`src/sv/ltm_pkg.sv`:
```
// ----------------------------------------------------------------------------
// ltm_pkg
// Shared types and constants for the luminance tone map with gamma and clamp.
// ----------------------------------------------------------------------------
package ltm_pkg;

  localparam int COMPONENT_BITS = 16;
  localparam int FRACTION_BITS  = 8;

  // scaled channel and gamma result width (value stays below 16.0)
  localparam int SW    = FRACTION_BITS + 4;
  // L + 1 with FRACTION_BITS + 16 fraction bits
  localparam int LW    = ((COMPONENT_BITS > FRACTION_BITS) ? COMPONENT_BITS : FRACTION_BITS) + 17;
  // rounded dividend width
  localparam int DW    = COMPONENT_BITS + FRACTION_BITS + 17;
  // divider working width
  localparam int XW    = (DW > LW + SW) ? DW : LW + SW;
  // gamma target s^5 * 2^F and candidate sixth power
  localparam int TW    = 5 * SW + FRACTION_BITS;
  localparam int PW    = 6 * SW;
  // pipeline depth: luma, divider, powers, root search, clamp
  localparam int NST   = 3 * SW + 5;
  localparam int CFG_W = 3 * COMPONENT_BITS;

  localparam logic [15:0] W_RED   = 16'd13933;
  localparam logic [15:0] W_GREEN = 16'd46871;
  localparam logic [15:0] W_BLUE  = 16'd4732;

  typedef logic [COMPONENT_BITS-1:0] comp_t;

  typedef struct packed {
    comp_t red_in;
    comp_t green_in;
    comp_t blue_in;
  } pix_in_t;

  typedef struct packed {
    comp_t red_out;
    comp_t green_out;
    comp_t blue_out;
    logic  was_background;
  } pix_out_t;

  typedef enum logic [1:0] {
    CFG_BACKGROUND = 2'd0,
    CFG_MIN        = 2'd1,
    CFG_MAX        = 2'd2
  } cfg_idx_e;

  typedef struct packed {
    logic [NST-1:0] en;
    logic           bg_last;
  } lane_ctl_t;

endpackage

```
`src/sv/ltm_ctrl.sv`:
```
// ----------------------------------------------------------------------------
// ltm_ctrl
// Per-stage valid and background tags, bubble-collapsing stage enables.
// ----------------------------------------------------------------------------
module ltm_ctrl import ltm_pkg::*; (
  input  logic      clk_i,
  input  logic      rst_ni,
  input  logic      in_valid_i,
  input  logic      bg_i,
  input  logic      out_stall_i,
  output logic      in_stall_o,
  output lane_ctl_t ctl_o,
  output logic      out_valid_o,
  output logic      out_bg_o
);

  logic [NST-1:0] vld_q, vld_d;
  logic [NST-1:0] bg_q, bg_d;
  logic [NST:0]   en;
  logic [NST-1:0] vld_prev;
  logic [NST-1:0] bg_prev;

  always_comb begin
    en[NST] = ~out_stall_i;
    for (int k = NST - 1; k >= 0; k--) begin
      en[k] = ~vld_q[k] | en[k+1];
    end
    vld_prev = {vld_q[NST-2:0], in_valid_i};
    bg_prev  = {bg_q[NST-2:0], bg_i};
    for (int k = 0; k < NST; k++) begin
      vld_d[k] = en[k] ? vld_prev[k] : vld_q[k];
      bg_d[k]  = en[k] ? bg_prev[k]  : bg_q[k];
    end
  end

  always_ff @(posedge clk_i or negedge rst_ni) begin
    if (!rst_ni) begin
      vld_q <= '0;
      bg_q  <= '0;
    end else begin
      vld_q <= vld_d;
      bg_q  <= bg_d;
    end
  end

  assign in_stall_o    = ~en[0];
  assign ctl_o.en      = en[NST-1:0];
  assign ctl_o.bg_last = bg_q[NST-2];
  assign out_valid_o   = vld_q[NST-1];
  assign out_bg_o      = bg_q[NST-1];

endmodule

```
`config.mk`:
```
export PLATFORM = sky130hd
export DESIGN_NAME = ltm_ctrl
export DESIGN_NICKNAME = d
export VERILOG_FILES = /design/src/sv/ltm_pkg.sv /design/src/sv/ltm_ctrl.sv
export SDC_FILE = /design/constraint.sdc
export NUM_CORES = 1
export LEC_CHECK = 0
export BUFFER_PORTS_ARGS = -buffer_cell sky130_fd_sc_hd__clkbuf_2
export CORE_MARGIN = 2
export CORE_UTILIZATION = 61
export DETAILED_ROUTE_END_ITERATION = 7
export GPL_ROUTABILITY_DRIVEN = 1
export PLACE_DENSITY = 0.81
export SKIP_LAST_GASP = 1
export SLEW_MARGIN = 15
export SYNTH_ARGS = -nofsm -noshare
export SYNTH_HDL_FRONTEND = slang
export SYNTH_SLANG_ARGS = --single-unit
```
`constraint.sdc`:
```
create_clock -name clk_i -period 3.2 [get_ports clk_i]
set_clock_uncertainty 0.2 [all_clocks]
set_input_delay 0.16 -clock clk_i [delete_from_list [all_inputs] [get_ports clk_i]]
set_output_delay 0.16 -clock clk_i [all_outputs]
set_load 0.01 [all_outputs]
```
; Yosys cells after proc, flatten, opt, wreduce, memory -nomap -nowiden
; Cells that the tools add are included.
[totals]
inputBits = 5
register_bits = 82
output_inout_bits = 45
wordCells = 166
[op_classes]
bitwise_logic = 84
[op_table]
columns = operator, n
row1 = $not 1->1, 43
row2 = $or 1x1->1, 41

; Logic depth before layout (Yosys ltp)
[logic_depth]
depth_word = 43
depth_mapped = 7
mapped_depth_nobuf = 5

; Worst setup path after synthesis
; OpenSTA, ideal clock, no wires.
[synth_path]
kind = reg2reg
start = register vld_q[40]
end = register bg_q[2]
required_time_ns = 2.875
path_buffers = 2
path_stages_with_launch = 8
setup_ns = 0.125
arrival_ns = 1.923
slack_ns = 0.952
period_less_slack_ns = 2.248
cell_sequence = dfrtp_1 and4_1 buf_2 inv_2 nor4_4 and4_1 clkbuf_1 mux2_2
[synth_rtl]
columns = element, line_no
row1 = "start, declared", ltm_ctrl.sv:17  ; logic [NST-1:0] vld_q, vld_d;
row2 = "start signal, assigned", ltm_ctrl.sv:41  ; vld_q <= vld_d;
row3 = "end signal, assigned", ltm_ctrl.sv:42  ; bg_q <= bg_d;
row4 = "end, declared", ltm_ctrl.sv:18  ; logic [NST-1:0] bg_q, bg_d;

; Final worst setup path
[layout_path]
start = input out_stall_i
end = output in_stall_o
[layout_between]
elab_chain_len = 43
[layout_lines]
columns = element, line_no
row1 = "start, declared", ltm_ctrl.sv:10  ; input logic out_stall_i,
row2 = $not 1->1, ltm_ctrl.sv:24  ; en[NST] = ~out_stall_i;
row3 = $or 1x1->1 (41 in series), ltm_ctrl.sv:26  ; en[k] = ~vld_q[k] | en[k+1];
row4 = $not 1->1, ltm_ctrl.sv:46  ; assign in_stall_o = ~en[0];
row5 = "end, declared", ltm_ctrl.sv:11  ; output logic in_stall_o,
; Every way passes these cells.

==> flow_summary_export.csv <==
group,metric,value,unit
outcome,outcome,"complete, no violations",
pwr,switching_share,24.0,%
setup_path,arrival,2.40,ns
grt,grt_max_degree,83,
die,rows,27,
pwr,switchingPower,0.000469,W
sta,worst_slew_pin_slew,0.981,ns
setup_path,critical-path-max-stage-delay,0.54,ns
layout,final_cell_mix,"82 x dfrtp_1, 48 x clkbuf_2, 39 x mux2_2",
drt,ant_nets,0,
synth,synth_warnings,0,
synth,syn_avg_cell_area,12.0,µm²
synth,ys_seq_elements,82,
die,die_area,0.00630,mm²
drt,via_count,2363,
die,coreArea,0.00551,mm²
pwr,vdd_drop_max,0.000342,V
placement,dpl.hpwl,4400,µm
synth,ys_seq_area_share,59.2,%
drt,routedWlPerCell,14.8,µm
clock_tree,clkTransAtPathRegs,0.08,ns
setup_path,crit_slowest_cell,"dlygate4sd3_1",
layout,final_nets,350,
setup_path,r2r_setup_slack,0.87,ns
die,initial_core_util,62.9,%
grt,grt_pass1_wl,10400,µm
sta,slew_viol_final,0,
die,dieHeight,79.4,µm
grt,overflow,0,
synth,syn_area,0.00347,mm²
sta,hold_ws,0.263,ns
clock_tree,clk_latency,0.34,ns
placement,place_congestion,0.802,
grt,groute.usage.overall,21.8,%
drt,drt-total-wl,6230,µm
setup_path,worstRegToRegCells,6,
hold_path,hold_class,"flip-flop to flip-flop",
sta,fmax,0.363,GHz
sta,relSlewSlack,34.6,%
drt,first_iter_violations,137,
setup_path,r2r-start,"vld_q[40]",
sta,finalHoldViolCount,0,
grt,antenna_found_initial,0,
sta,setup_viol,0,
die,dieWidth,79.4,µm
placement,io_buffers,49,
synth,yosys_most_used_dff,"dfrtp_1",
setup_path,required,2.84,ns
pwr,pwr-share-comb,8.1,%
hold_path,min-delay-start,"vld_q[38]",
synth,postSynthCellCount,289,
die,ios,50,
clock_tree,tritoncts,"yes",
setup_path,path_class,"input port to primary output",
synth,synth_nets,294,
sta,rsz0062_at_grt,"false",
synth,synth_edf_count,0,
setup_path,timing.rr.end,"bg_q[2]",
pwr,clkPwrFrac,32.7,%
sta,fin_crit_sh,86.1,%
setup_path,crit_fanout,17,
clock_tree,cts_buffers,9,
drt,first_pass_iters,4,
clock_tree,post_cts_buffers,0,
sta,tns,0,ns
pwr,p_per_area,490,mW/mm²
clock_tree,htree_levels,3,
drt,drc,0,
setup_path,worst_setup_path_end_kind,"primary output",
clock_tree,cts_sinks,82,
hold_path,whs_endpoint,"vld_q[39]",
layout,area_delta_synth_final,14.8,%
layout,drive_gt1_share,35.4,%
drt,vias_per_cell,5.60,
pwr,power.leakage,1.75,nW
pwr,internal_power,0.00148,W
sta,period_needed,2.76,ns
clock_tree,clk_path_buf_depth,2,
run,maxCapViolCount,0,
grt,grt_pass1_vias,2164,
layout,final_common_cell,"dfrtp_1",
synth,synthArstFlopShare,100,%
setup_path,start_kind,"input port",
pwr,power_frac_seq,59.2,%
setup_path,cp_cell_sequence,"dlygate4sd3_1 > clkbuf_2 > and4_1 > inv_2 > nor4_4 > buf_4 > and4_1 > and3_1 > clkbuf_2",
clock_tree,cts-root-buf,"clkbuf_8",
hold_path,min_path_cells,1,
synth,synth_cell_type_count,28,
layout,diodes,0,
-- what timing repair did --
item / 4_1_cts / 5_1_grt
hold endpoints to repair: 86 / 0
gates resized for setup: 0 / 0
hold buffers: 4 / 0
-- worst max-delay path, delay by kind of cell --
kind          cells  cell delay [ns]
simple gates      4             1.07
buf+inv           5             1.15
-- state kept, by name, indices dropped and copies added (netlist names) --
signal	flops
vld_q	41
bg_q	41
-- power groups by stage --
stage | clock [W] | sequential [W] | combinational, W
finish | 0.000637 | 0.00115 | 0.000159
global route | 0.000705 | 0.00116 | 0.000177
CTS | 0.000653 | 0.00115 | 0.000162
detailed placement | 0 | 0.00117 | 0.000158
global placement | 0 | 0.00117 | 0.000153
floorplan | 0 | 0.00116 | 0.000107
-- cells in the mapped netlist, types with 6 or more instances --
master	number	area, µm²
or2_2	11	68.8
mux2_2	39	439
nor3_1	6	30.0
nand2b_1	28	175
nand4_1	19	119
nand3_1	19	95.1
and4_1	8	70.1
dfrtp_1	82	2050
nor2_1	7	26.3
and2_1	6	37.5
clkbuf_1	7	26.3
and3_1	6	37.5
inv_1	11	41.3
nand2_1	22	82.6
-- through the flow --
step                total power, W  cells  utilization [%]  worst slack [ns]  cell area (µm²)
global route               0.00204    422             72.3             0.285             3980
floorplan                  0.00127    289                -             0.952             3470
detailed placement         0.00133    402             68.6             0.889             3770
global placement           0.00132    402             68.6             0.935             3770
CTS                        0.00197    422             72.3             0.460             3980
finish                     0.00195    422             72.3             0.445             3980
-- final cells by class --
| class | instances | area, µm² |
|---|---|---|
| multi-input combinational | 184 | 1320 |
| clock inverter | 3 | 15.0 |
| fill | 392 | 1530 |
| timing repair buffer | 56 | 310 |
| tap | 72 | 90.1 |
| clock buffer | 13 | 149 |
| sequential | 82 | 2050 |
| inverter | 12 | 45.0 |
-- metal layers --
layer	vias to the layer above	routed length (µm)	global-route usage, %
met5	-	0	0
met4	0	101	7.93
met3	12	276	5.88
met2	62	2960	31.9
met1	1162	2890	31.8
li1	1127	-	-
-- logic make-up after synthesis --
logic type,synth area share (%)
AND/OR/NAND/NOR,24.9
flip-flops,59.2
multiplexers,13.1
buffers and inverters,2.78
-- worst max path at each step --
| stage | slack, ns | from | depth (start not counted) | endpoint |
|---|---|---|---|---|
| after detailed placement | 0.89 | vld_q[12] | 4 | bg_q[0] |
| final | 0.44 | out_stall_i | 9 | in_stall_o |
| after floorplan | 0.95 | vld_q[40] | 7 | bg_q[2] |
| after CTS | 0.46 | out_stall_i | 9 | in_stall_o |
| after global routing | 0.28 | out_stall_i | 9 | in_stall_o |
| after global placement | 0.93 | vld_q[40] | 6 | bg_q[2] |
Note: power is estimated with default switching activity, not from simulation.
