`src/sv/ltm_pkg.sv`:
```
// ----------------------------------------------------------------------------
// ltm_pkg
// Shared types and constants for the luminance tone map with gamma and clamp.
// ----------------------------------------------------------------------------
package ltm_pkg;

  localparam int COMPONENT_BITS = 16;
  localparam int FRACTION_BITS  = 8;

  // scaled channel and gamma result width (value stays below 16.0)
  localparam int SW    = FRACTION_BITS + 4;
  // L + 1 with FRACTION_BITS + 16 fraction bits
  localparam int LW    = ((COMPONENT_BITS > FRACTION_BITS) ? COMPONENT_BITS : FRACTION_BITS) + 17;
  // rounded dividend width
  localparam int DW    = COMPONENT_BITS + FRACTION_BITS + 17;
  // divider working width
  localparam int XW    = (DW > LW + SW) ? DW : LW + SW;
  // gamma target s^5 * 2^F and candidate sixth power
  localparam int TW    = 5 * SW + FRACTION_BITS;
  localparam int PW    = 6 * SW;
  // pipeline depth: luma, divider, powers, root search, clamp
  localparam int NST   = 3 * SW + 5;
  localparam int CFG_W = 3 * COMPONENT_BITS;

  localparam logic [15:0] W_RED   = 16'd13933;
  localparam logic [15:0] W_GREEN = 16'd46871;
  localparam logic [15:0] W_BLUE  = 16'd4732;

  typedef logic [COMPONENT_BITS-1:0] comp_t;

  typedef struct packed {
    comp_t red_in;
    comp_t green_in;
    comp_t blue_in;
  } pix_in_t;

  typedef struct packed {
    comp_t red_out;
    comp_t green_out;
    comp_t blue_out;
    logic  was_background;
  } pix_out_t;

  typedef enum logic [1:0] {
    CFG_BACKGROUND = 2'd0,
    CFG_MIN        = 2'd1,
    CFG_MAX        = 2'd2
  } cfg_idx_e;

  typedef struct packed {
    logic [NST-1:0] en;
    logic           bg_last;
  } lane_ctl_t;

endpackage

```
`src/sv/ltm_luma.sv`:
```
// ----------------------------------------------------------------------------
// ltm_luma
// Front stage: background match and luminance L + 1 in fixed point.
// ----------------------------------------------------------------------------
module ltm_luma import ltm_pkg::*; (
  input  logic             clk_i,
  input  logic             en_i,
  input  pix_in_t          pix_i,
  input  logic [CFG_W-1:0] bg_color_i,
  output logic             bg_o,
  output logic [LW-1:0]    lq_o,
  output comp_t            comp_o [3]
);

  logic [LW-1:0] lq_d;
  logic [LW-1:0] lq_q;
  comp_t         comp_q [3];

  always_comb begin
    bg_o = (pix_i.red_in   == bg_color_i[2*COMPONENT_BITS +: COMPONENT_BITS]) &&
           (pix_i.green_in == bg_color_i[COMPONENT_BITS +: COMPONENT_BITS]) &&
           (pix_i.blue_in  == bg_color_i[0 +: COMPONENT_BITS]);
    lq_d = LW'(W_RED)   * LW'(pix_i.red_in) +
           LW'(W_GREEN) * LW'(pix_i.green_in) +
           LW'(W_BLUE)  * LW'(pix_i.blue_in) +
           (LW'(1) << (FRACTION_BITS + 16));
  end

  always_ff @(posedge clk_i) begin
    if (en_i) begin
      lq_q      <= lq_d;
      comp_q[0] <= pix_i.red_in;
      comp_q[1] <= pix_i.green_in;
      comp_q[2] <= pix_i.blue_in;
    end
  end

  assign lq_o   = lq_q;
  assign comp_o = comp_q;

endmodule

```
`config.mk`:
```
export PLATFORM = sky130hd
export DESIGN_NAME = ltm_luma
export DESIGN_NICKNAME = d
export VERILOG_FILES = /design/src/sv/ltm_pkg.sv /design/src/sv/ltm_luma.sv
export SDC_FILE = /design/constraint.sdc
export NUM_CORES = 1
export LEC_CHECK = 0
export BUFFER_PORTS_ARGS = -buffer_cell sky130_fd_sc_hd__buf_4
export CAP_MARGIN = 20
export CORE_UTILIZATION = 65
export DETAILED_ROUTE_END_ITERATION = 7
export GPL_TIMING_DRIVEN = 0
export PLACE_DENSITY = 0.87
export RECOVER_POWER = 25
export SLEW_MARGIN = 20
export SYNTH_ARGS = -nofsm -noshare
export SYNTH_HDL_FRONTEND = slang
export SYNTH_SLANG_ARGS = --single-unit
```
`constraint.sdc`:
```
create_clock -name clk_i -period 17.6 [get_ports clk_i]
set_input_delay 2.64 -clock clk_i [delete_from_list [all_inputs] [get_ports clk_i]]
set_output_delay 2.64 -clock clk_i [all_outputs]
set_load 0.03 [all_outputs]
```
**Word-level counts from Yosys, hierarchy flattened**

Cells that the tools add are included.

- Word-level logic and storage cells: 15
- Input port bits: 98
- Register bits: 81

- Reduce and logical (&&, ||, !) cells: 2
- $mul: 3
- Add/subtract/negate cells: 3
- Equal/unequal tests: 3

Operator list:

| cell | count |
|---|---|
| $eq A16 B16 Y1 | 3 |
| $add A30 B32 Y33 | 1 |
| $add A33 B25 Y33 const B | 1 |
| $add A33 B29 Y33 | 1 |
| $mul A16 B16 Y32 const A | 1 |
| $mul A14 B16 Y30 const A | 1 |
| $mul A11 B16 Y27 const A | 1 |
| $logic_and A1 B1 Y1 | 2 |

**Logic depth before layout (Yosys ltp)**

Gate-level depths: netlist of run 1.

- Depth in word-level cells: 4
- Mapped depth: 39
- Mapped depth without buffers: 38

**Worst setup path before layout of run 1**

Ideal clock, no wire load.

- Kind: in2reg
- Start: input port pix_i[5] in the netlist's numbering
- End: register lq_q[31], in the netlist lq_o[31] (data pin)
- Path buffers: 0
- Library setup time: 0.258 ns
- Setup slack: 6.207 ns
- Arrival: 11.135 ns
- Stages on the path: 37
- Path through: inv_1 fa_1 inv_1 ha_1 inv_1 fa_1 inv_1 fa_1 inv_1 fa_1 inv_1 ha_1 o211ai_1 nand2_1 o21ai_0 o21ai_1 a21oi_1 xor2_1 fa_1 inv_1 ha_1 fa_1 inv_1 fa_1 fa_1 inv_1 fa_1 inv_1 fa_1 inv_1 ha_1 a21oi_1 o21bai_1 or3_1 o21ai_1 o21ai_1 xnor2_1

- Word-level cells in the longest chain between the ends: 3

Ends and longest elaborated chain:

| item | RTL line | RTL |
|---|---|---|
| start: declaration | ltm_luma.sv:8 | `input pix_in_t pix_i,` |
| $mul A11 B16 Y27 | ltm_luma.sv:25 | `LW'(W_BLUE) * LW'(pix_i.blue_in) +` |
| $add A33 B29 Y33 | ltm_luma.sv:24 | `LW'(W_GREEN) * LW'(pix_i.green_in) +` |
| $add A33 B25 Y33 | ltm_luma.sv:25 |  |
| net lq_d[31] | ltm_luma.sv:15 | `logic [LW-1:0] lq_d;` |
| end signal: assignment | ltm_luma.sv:31 | `lq_q <= lq_d;` |
| end: declaration | ltm_luma.sv:16 | `logic [LW-1:0] lq_q;` |

The timed path passes the listed nets, and every way through them passes these cells.
A chain may end at the register's enable or synchronous reset.

**Worst setup path after layout of run 1**

- Start: input port pix_i[6] in the netlist's numbering
- End: register lq_q[22], in the netlist lq_o[22] (data pin)

Same word-level chain as after synthesis.

==> results of run 1 <==
==> per-layer routing <==
metal,vias up,share of wire (%)
li1,5370,-
met1,6035,38
met2,432,49
met3,158,5.0
met4,0,7.7
met5,-,0
==> final timing paths <==
| check | depth (start not counted) | slack (ns) | end |
|---|---|---|---|
| worst max-delay path | 39 | 4.63 | lq_o[22]$_DFFE_PP_ |
| worst min-delay path | 1 | 2.69 | comp_o[5]$_DFFE_PP_ |
==> cell type report <==
type                            instances  area (um2)  share of cell area, %
Sequential cell                        81        2430                   12.6
Clock buffer                           10         229                   1.19
Multi-Input combinational cell       1014       13100                   67.9
Timing Repair Buffer                  179        1140                   5.94
Clock inverter                          5        80.1                  0.416
Inverter                              489        1840                   9.53
Tap cell                              335         419                   2.18
Buffer                                 10        47.5                  0.247
==> cell usage in the layout (no fill, tap or decap), types with 7 or more instances in the layout <==
| cell | n |
|---|---|
| a21oi_1 | 51 |
| clkbuf_16 | 9 |
| o21bai_1 | 8 |
| nand4_1 | 12 |
| o21ai_1 | 8 |
| buf_4 | 126 |
| nand2_1 | 29 |
| clkbuf_1 | 61 |
| inv_1 | 489 |
| nor3_1 | 7 |
| edfxtp_1 | 81 |
| a21o_1 | 23 |
| nor4_1 | 12 |
| o21ai_0 | 15 |
| xnor2_1 | 32 |
| fa_1 | 329 |
| ha_1 | 311 |
| nor2_1 | 27 |
| xor2_1 | 66 |
| nand3_1 | 11 |
==> registers in the layout, indices dropped and copies added, names as in the netlist <==
register,count
lq_o,33
comp_o,48
==> stage by stage <==
| step | area, um2 | util, % |
|---|---|---|
| 4_1_cts | 19500 | 74.5 |
| 6_report | 19300 | 73.7 |
| 5_1_grt | 19300 | 73.7 |
| 3_3_place_gp | 19200 | 73.3 |
| 3_5_place_dp | 19200 | 73.3 |
| 2_1_floorplan | 17400 | - |
==> kinds of logic (layout without fill, tap and decap cells) <==
group | Yosys count | after routing | share of synthesized area (%)
compound gates | 155 | 155 | 6.38
xor+xnor | 98 | 98 | 4.94
mux | 1 | 1 | 0.0576
fa+ha+maj | 640 | 640 | 60.3
simple gates | 120 | 120 | 3.55
flops | 81 | 81 | 14.0
buf+inv | 499 | 693 | 10.8
==> results.yml, run 1 <==
synthesis:
  synth_edf_count: 81
  synth_area_leader_cell: "fa_1"
  synth.avg_cell_area_um2: 10.9
  ys.flop_type: "edfxtp_1"
  synth_cell_types: 61
  yosys-top-cells-count: "inv_1 (489), fa_1 (329), ha_1 (311)"
  synth_top_area_share_pct: 37.9
  yosys-top-cells-area: "fa_1 (38%), ha_1 (22%), edfxtp_1 (14%), inv_1 (11%), xor2_1 (3.3%)"
  ys_seq_elements: 81
  yosys_warnings: 0
  synth.net_count: 2332
  synth_cells: 1594
  synthesis.area_um2: 17400
  synth.most_common_cell: "inv_1"
  ys_seq_area_share_pct: 14.0
  async_flop_share_pct: 0
layout:
  num-nets-final: 2522
  nFillCells: 1828
  syn_to_final_growth_pct: 10.8
  num_antenna_cells: 0
  final_cells: 2123
  layout-drive-gt1-share_pct: 9.28
floorplan:
  num_io_pins: 180
  die_y_um: 166
  die_x_um: 166
  initial_core_util_pct: 66.5
  core_region_area_um2: 26100
  row_count: 59
  dieArea_um2: 27400
worst_setup_path:
  worstSetupStartpointType: "input pin"
  crit_type: "in -> reg"
  critPathLaunch: "pix_i[6]"
  slowest_stage: "fa_1"
  cpMostUsedCell: "inv_1"
  worst_setup_path_end_kind: "flop"
  cp_data_arrival_time_ns: 13.06
  slowest_delay_ns: 0.57
  critical-path-top-delay-family: "adder cells"
  crit_required_ns: 17.69
  worst-path-buf-inv: 12
  worstPathMaxFanout: 6
timing:
  drv_slew: 82
  period_share_pct: 73.7
  setup-tns-final_ns: 0
  hold_viol: 0
  holdWs_ns: 2.69
  rsz0062_at_grt: "false"
  fmax_mhz: 77.1
  worstMarginPinSlew_ns: 4.68
  layout_setup_ws_ns: 4.63
  setup_viol: 0
  slew_headroom_pct: -212
  fin_crit_ns: 12.97
clock_tree:
  cts_tree: "built"
  clockBufferDepth: 2
  cts_buffers: 9
  cts_max_level: 3
  path_clk_slew_ns: 0.08
  cts_resized: 0
  numClockSinks: 81
  cts_root_buffer: "clkbuf_16"
  cts_setup_buffers: 0
  ctsHoldBuffers: 0
run_status:
  outcome: "complete, but fails checks"
  violations: "design-rule violations, max-capacitance violations, max-slew violations"
routing:
  wl_per_cell_um: 20.7
  firstDrtPassIters: 8
  vias: 12000
  ant_nets: 0
  drtIter0Drc: 890
  drt-total-wl_mm: 43.9
  vias_per_cell: 5.65
  drc: 30
grt:
  globalRouteMet1Util_pct: 42.1
  grt_first_pass_wirelength_mm: 70.2
  antenna_found_initial: 0
  grt_usage_pct: 35.3
  grt-ovfl-total: 0
  grt_max_degree: 82
  grt_busiest_layer: "met2"
  grtUsageMet3_pct: 4.17
  grt_pass1_vias: 13600
  met2_usage_pct: 60.2
placed_design:
  place_inst: 2108
  post-place-ws_ns: 4.92
  io_buffers: 179
  dp_hpwl_mm: 37.2
  globalplace.congestion: 0.958
min_path:
  hold_class: "in -> reg"
  hp-start: "pix_i[5]"
flow_run:
  max_cap_violations: 1
Power of run 1 is left out: the tool's default activity adds up to more than one toggle a clock period on the data nets, which glitch-free logic cannot reach.
==> run 2, diff against run 1 <==
--- a/config.mk
+++ b/config.mk
@@ -7,10 +7,10 @@
 export LEC_CHECK = 0
 export BUFFER_PORTS_ARGS = -buffer_cell sky130_fd_sc_hd__buf_4
 export CAP_MARGIN = 20
-export CORE_UTILIZATION = 65
+export CORE_UTILIZATION = 62
 export DETAILED_ROUTE_END_ITERATION = 7
 export GPL_TIMING_DRIVEN = 0
-export PLACE_DENSITY = 0.87
+export PLACE_DENSITY = 0.83
 export RECOVER_POWER = 25
 export SLEW_MARGIN = 20
 export SYNTH_ARGS = -nofsm -noshare
==> constraint.sdc (replaced) <==
create_clock -name clk_i -period 12.9 [get_ports clk_i]
set_input_delay 1.935 -clock clk_i [delete_from_list [all_inputs] [get_ports clk_i]]
set_output_delay 1.935 -clock clk_i [all_outputs]
set_load 0.03 [all_outputs]
==> run 2 against run 1 <==
Against the previous run:
- the flow finishes with violations (max-capacitance violations, max-slew violations)
- clock-buffer cell count is 1 lower
- first-iteration DRC count shrank 31%
- wire length decreased by 4.2%
- sequential cell count unchanged
- critical endpoint unchanged
==> results.yml, run 2 (synthesis results as in run 1) <==
grt:
  grt_max_degree: 82
  grt_usage_pct: 32.1
  grt_pass1_vias: 13400
  grt_first_pass_wirelength_mm: 68.6
  antenna_found_initial: 0
  grt-ovfl-total: 0
floorplan:
  die_y_um: 169
  die_x_um: 169
  dieArea_um2: 28700
  row_count: 60
  core_region_area_um2: 27300
  num_io_pins: 180
  initial_core_util_pct: 63.8
layout:
  largest_reg_flops: 48
  layout-drive-gt1-share_pct: 9.73
  syn_to_final_growth_pct: 11.1
  num-nets-final: 2522
  layout_commonest_cell: "inv_1"
  nFillCells: 1999
  final_cells: 2162
  final_cell_mix: "inv_1 (489), fa_1 (329), ha_1 (311)"
  fin_area_um2: 19300
routing:
  ant_nets: 0
  firstDrtPassIters: 5
  wl_per_cell_um: 19.4
  drt-total-wl_mm: 42.0
  vias_per_cell: 5.46
  drtIter0Drc: 612
  vias: 11800
  drc: 0
timing:
  slew_headroom_pct: -209
  period_share_pct: 93.2
  setup_viol: 0
  layout_setup_ws_ns: 0.877
  setup-tns-final_ns: 0
  fin_crit_ns: 12.02
  hold_viol: 0
  worstMarginPinSlew_ns: 4.63
  fmax_mhz: 83.2
  drv_slew: 82
  rsz0062_at_grt: "false"
worst_setup_path:
  worst_setup_path_end_kind: "flop"
  slowest_stage: "fa_1"
  crit_required_ns: 12.98
  critical-path-top-delay-family: "adder cells"
  worst-path-buf-inv: 12
  worstSetupStartpointType: "input pin"
  critPathLaunch: "pix_i[3]"
  worstPathMaxFanout: 8
  cpMostUsedCell: "inv_1"
  slowest_delay_ns: 0.55
  endpoint: "lq_o[22]$_DFFE_PP_"
  cp_data_arrival_time_ns: 12.11
  crit_cells: 39
  crit_type: "in -> reg"
run_status:
  violations: "max-capacitance violations, max-slew violations"
  outcome: "complete, but fails checks"
placed_design:
  dp_hpwl_mm: 35.9
  io_buffers: 179
  dpl_cell_area_um2: 19200
  place_inst: 2145
  post-place-ws_ns: 0.946
  globalplace.congestion: 0.963
clock_tree:
  cts_buffers: 9
  path_clk_slew_ns: 0.07
  ctsHoldBuffers: 0
  cts_tree: "built"
  cts_resized: 0
  clockBufferDepth: 2
  numClockSinks: 81
  cts_setup_buffers: 0
  cts_max_level: 3
  cts_root_buffer: "clkbuf_16"
min_path:
  hold_class: "in -> reg"
flow_run:
  max_cap_violations: 1
[run 2: routing by layer]
| metal | share of wire [%] | vias up | GRT usage (%) |
|---|---|---|---|
| met4 | 5.0 | 0 | 15.4 |
| met1 | 39 | 5967 | 38.8 |
| met2 | 51 | 374 | 56.3 |
| met5 | 0 | - | 0 |
| li1 | - | 5364 | - |
| met3 | 5.6 | 92 | 4.83 |
[run 2: metrics by stage]
stage / hold slack [ns] / utilization [%]
after global placement: 2.18 / 70.4
after global routing: 1.86 / 70.9
after floorplan: 2.03 / -
final: 1.87 / 70.9
after CTS: 1.82 / 71.5
after detailed placement: 2.19 / 70.4
[run 2: area by class of cell]
class / count / area, um2 / share of cell area (%)
clock inverter: 7 / 71.3 / 0.369
inverter: 489 / 1840 / 9.50
antenna: 1 / 2.50 / 0.0130
clock buffer: 9 / 225 / 1.17
sequential: 81 / 2430 / 12.6
tap: 372 / 465 / 2.41
timing repair buffer: 179 / 1170 / 6.04
buffer: 10 / 47.5 / 0.246
multi-input combinational: 1014 / 13100 / 67.7
[run 2: worst min path at each step]
stage          startpoint             endpoint  slack [ns]  depth (start not counted)
2_1_floorplan    pix_i[0]  comp_o[0]$_DFFE_PP_        2.03                          0
3_3_place_gp     pix_i[5]  comp_o[5]$_DFFE_PP_        2.18                          1
3_5_place_dp     pix_i[5]  comp_o[5]$_DFFE_PP_        2.19                          1
4_1_cts          pix_i[5]  comp_o[5]$_DFFE_PP_        1.82                          1
5_1_grt          pix_i[6]  comp_o[6]$_DFFE_PP_        1.86                          1
6_report         pix_i[6]  comp_o[6]$_DFFE_PP_        1.87                          1
Power of run 2 is left out for the same reason.
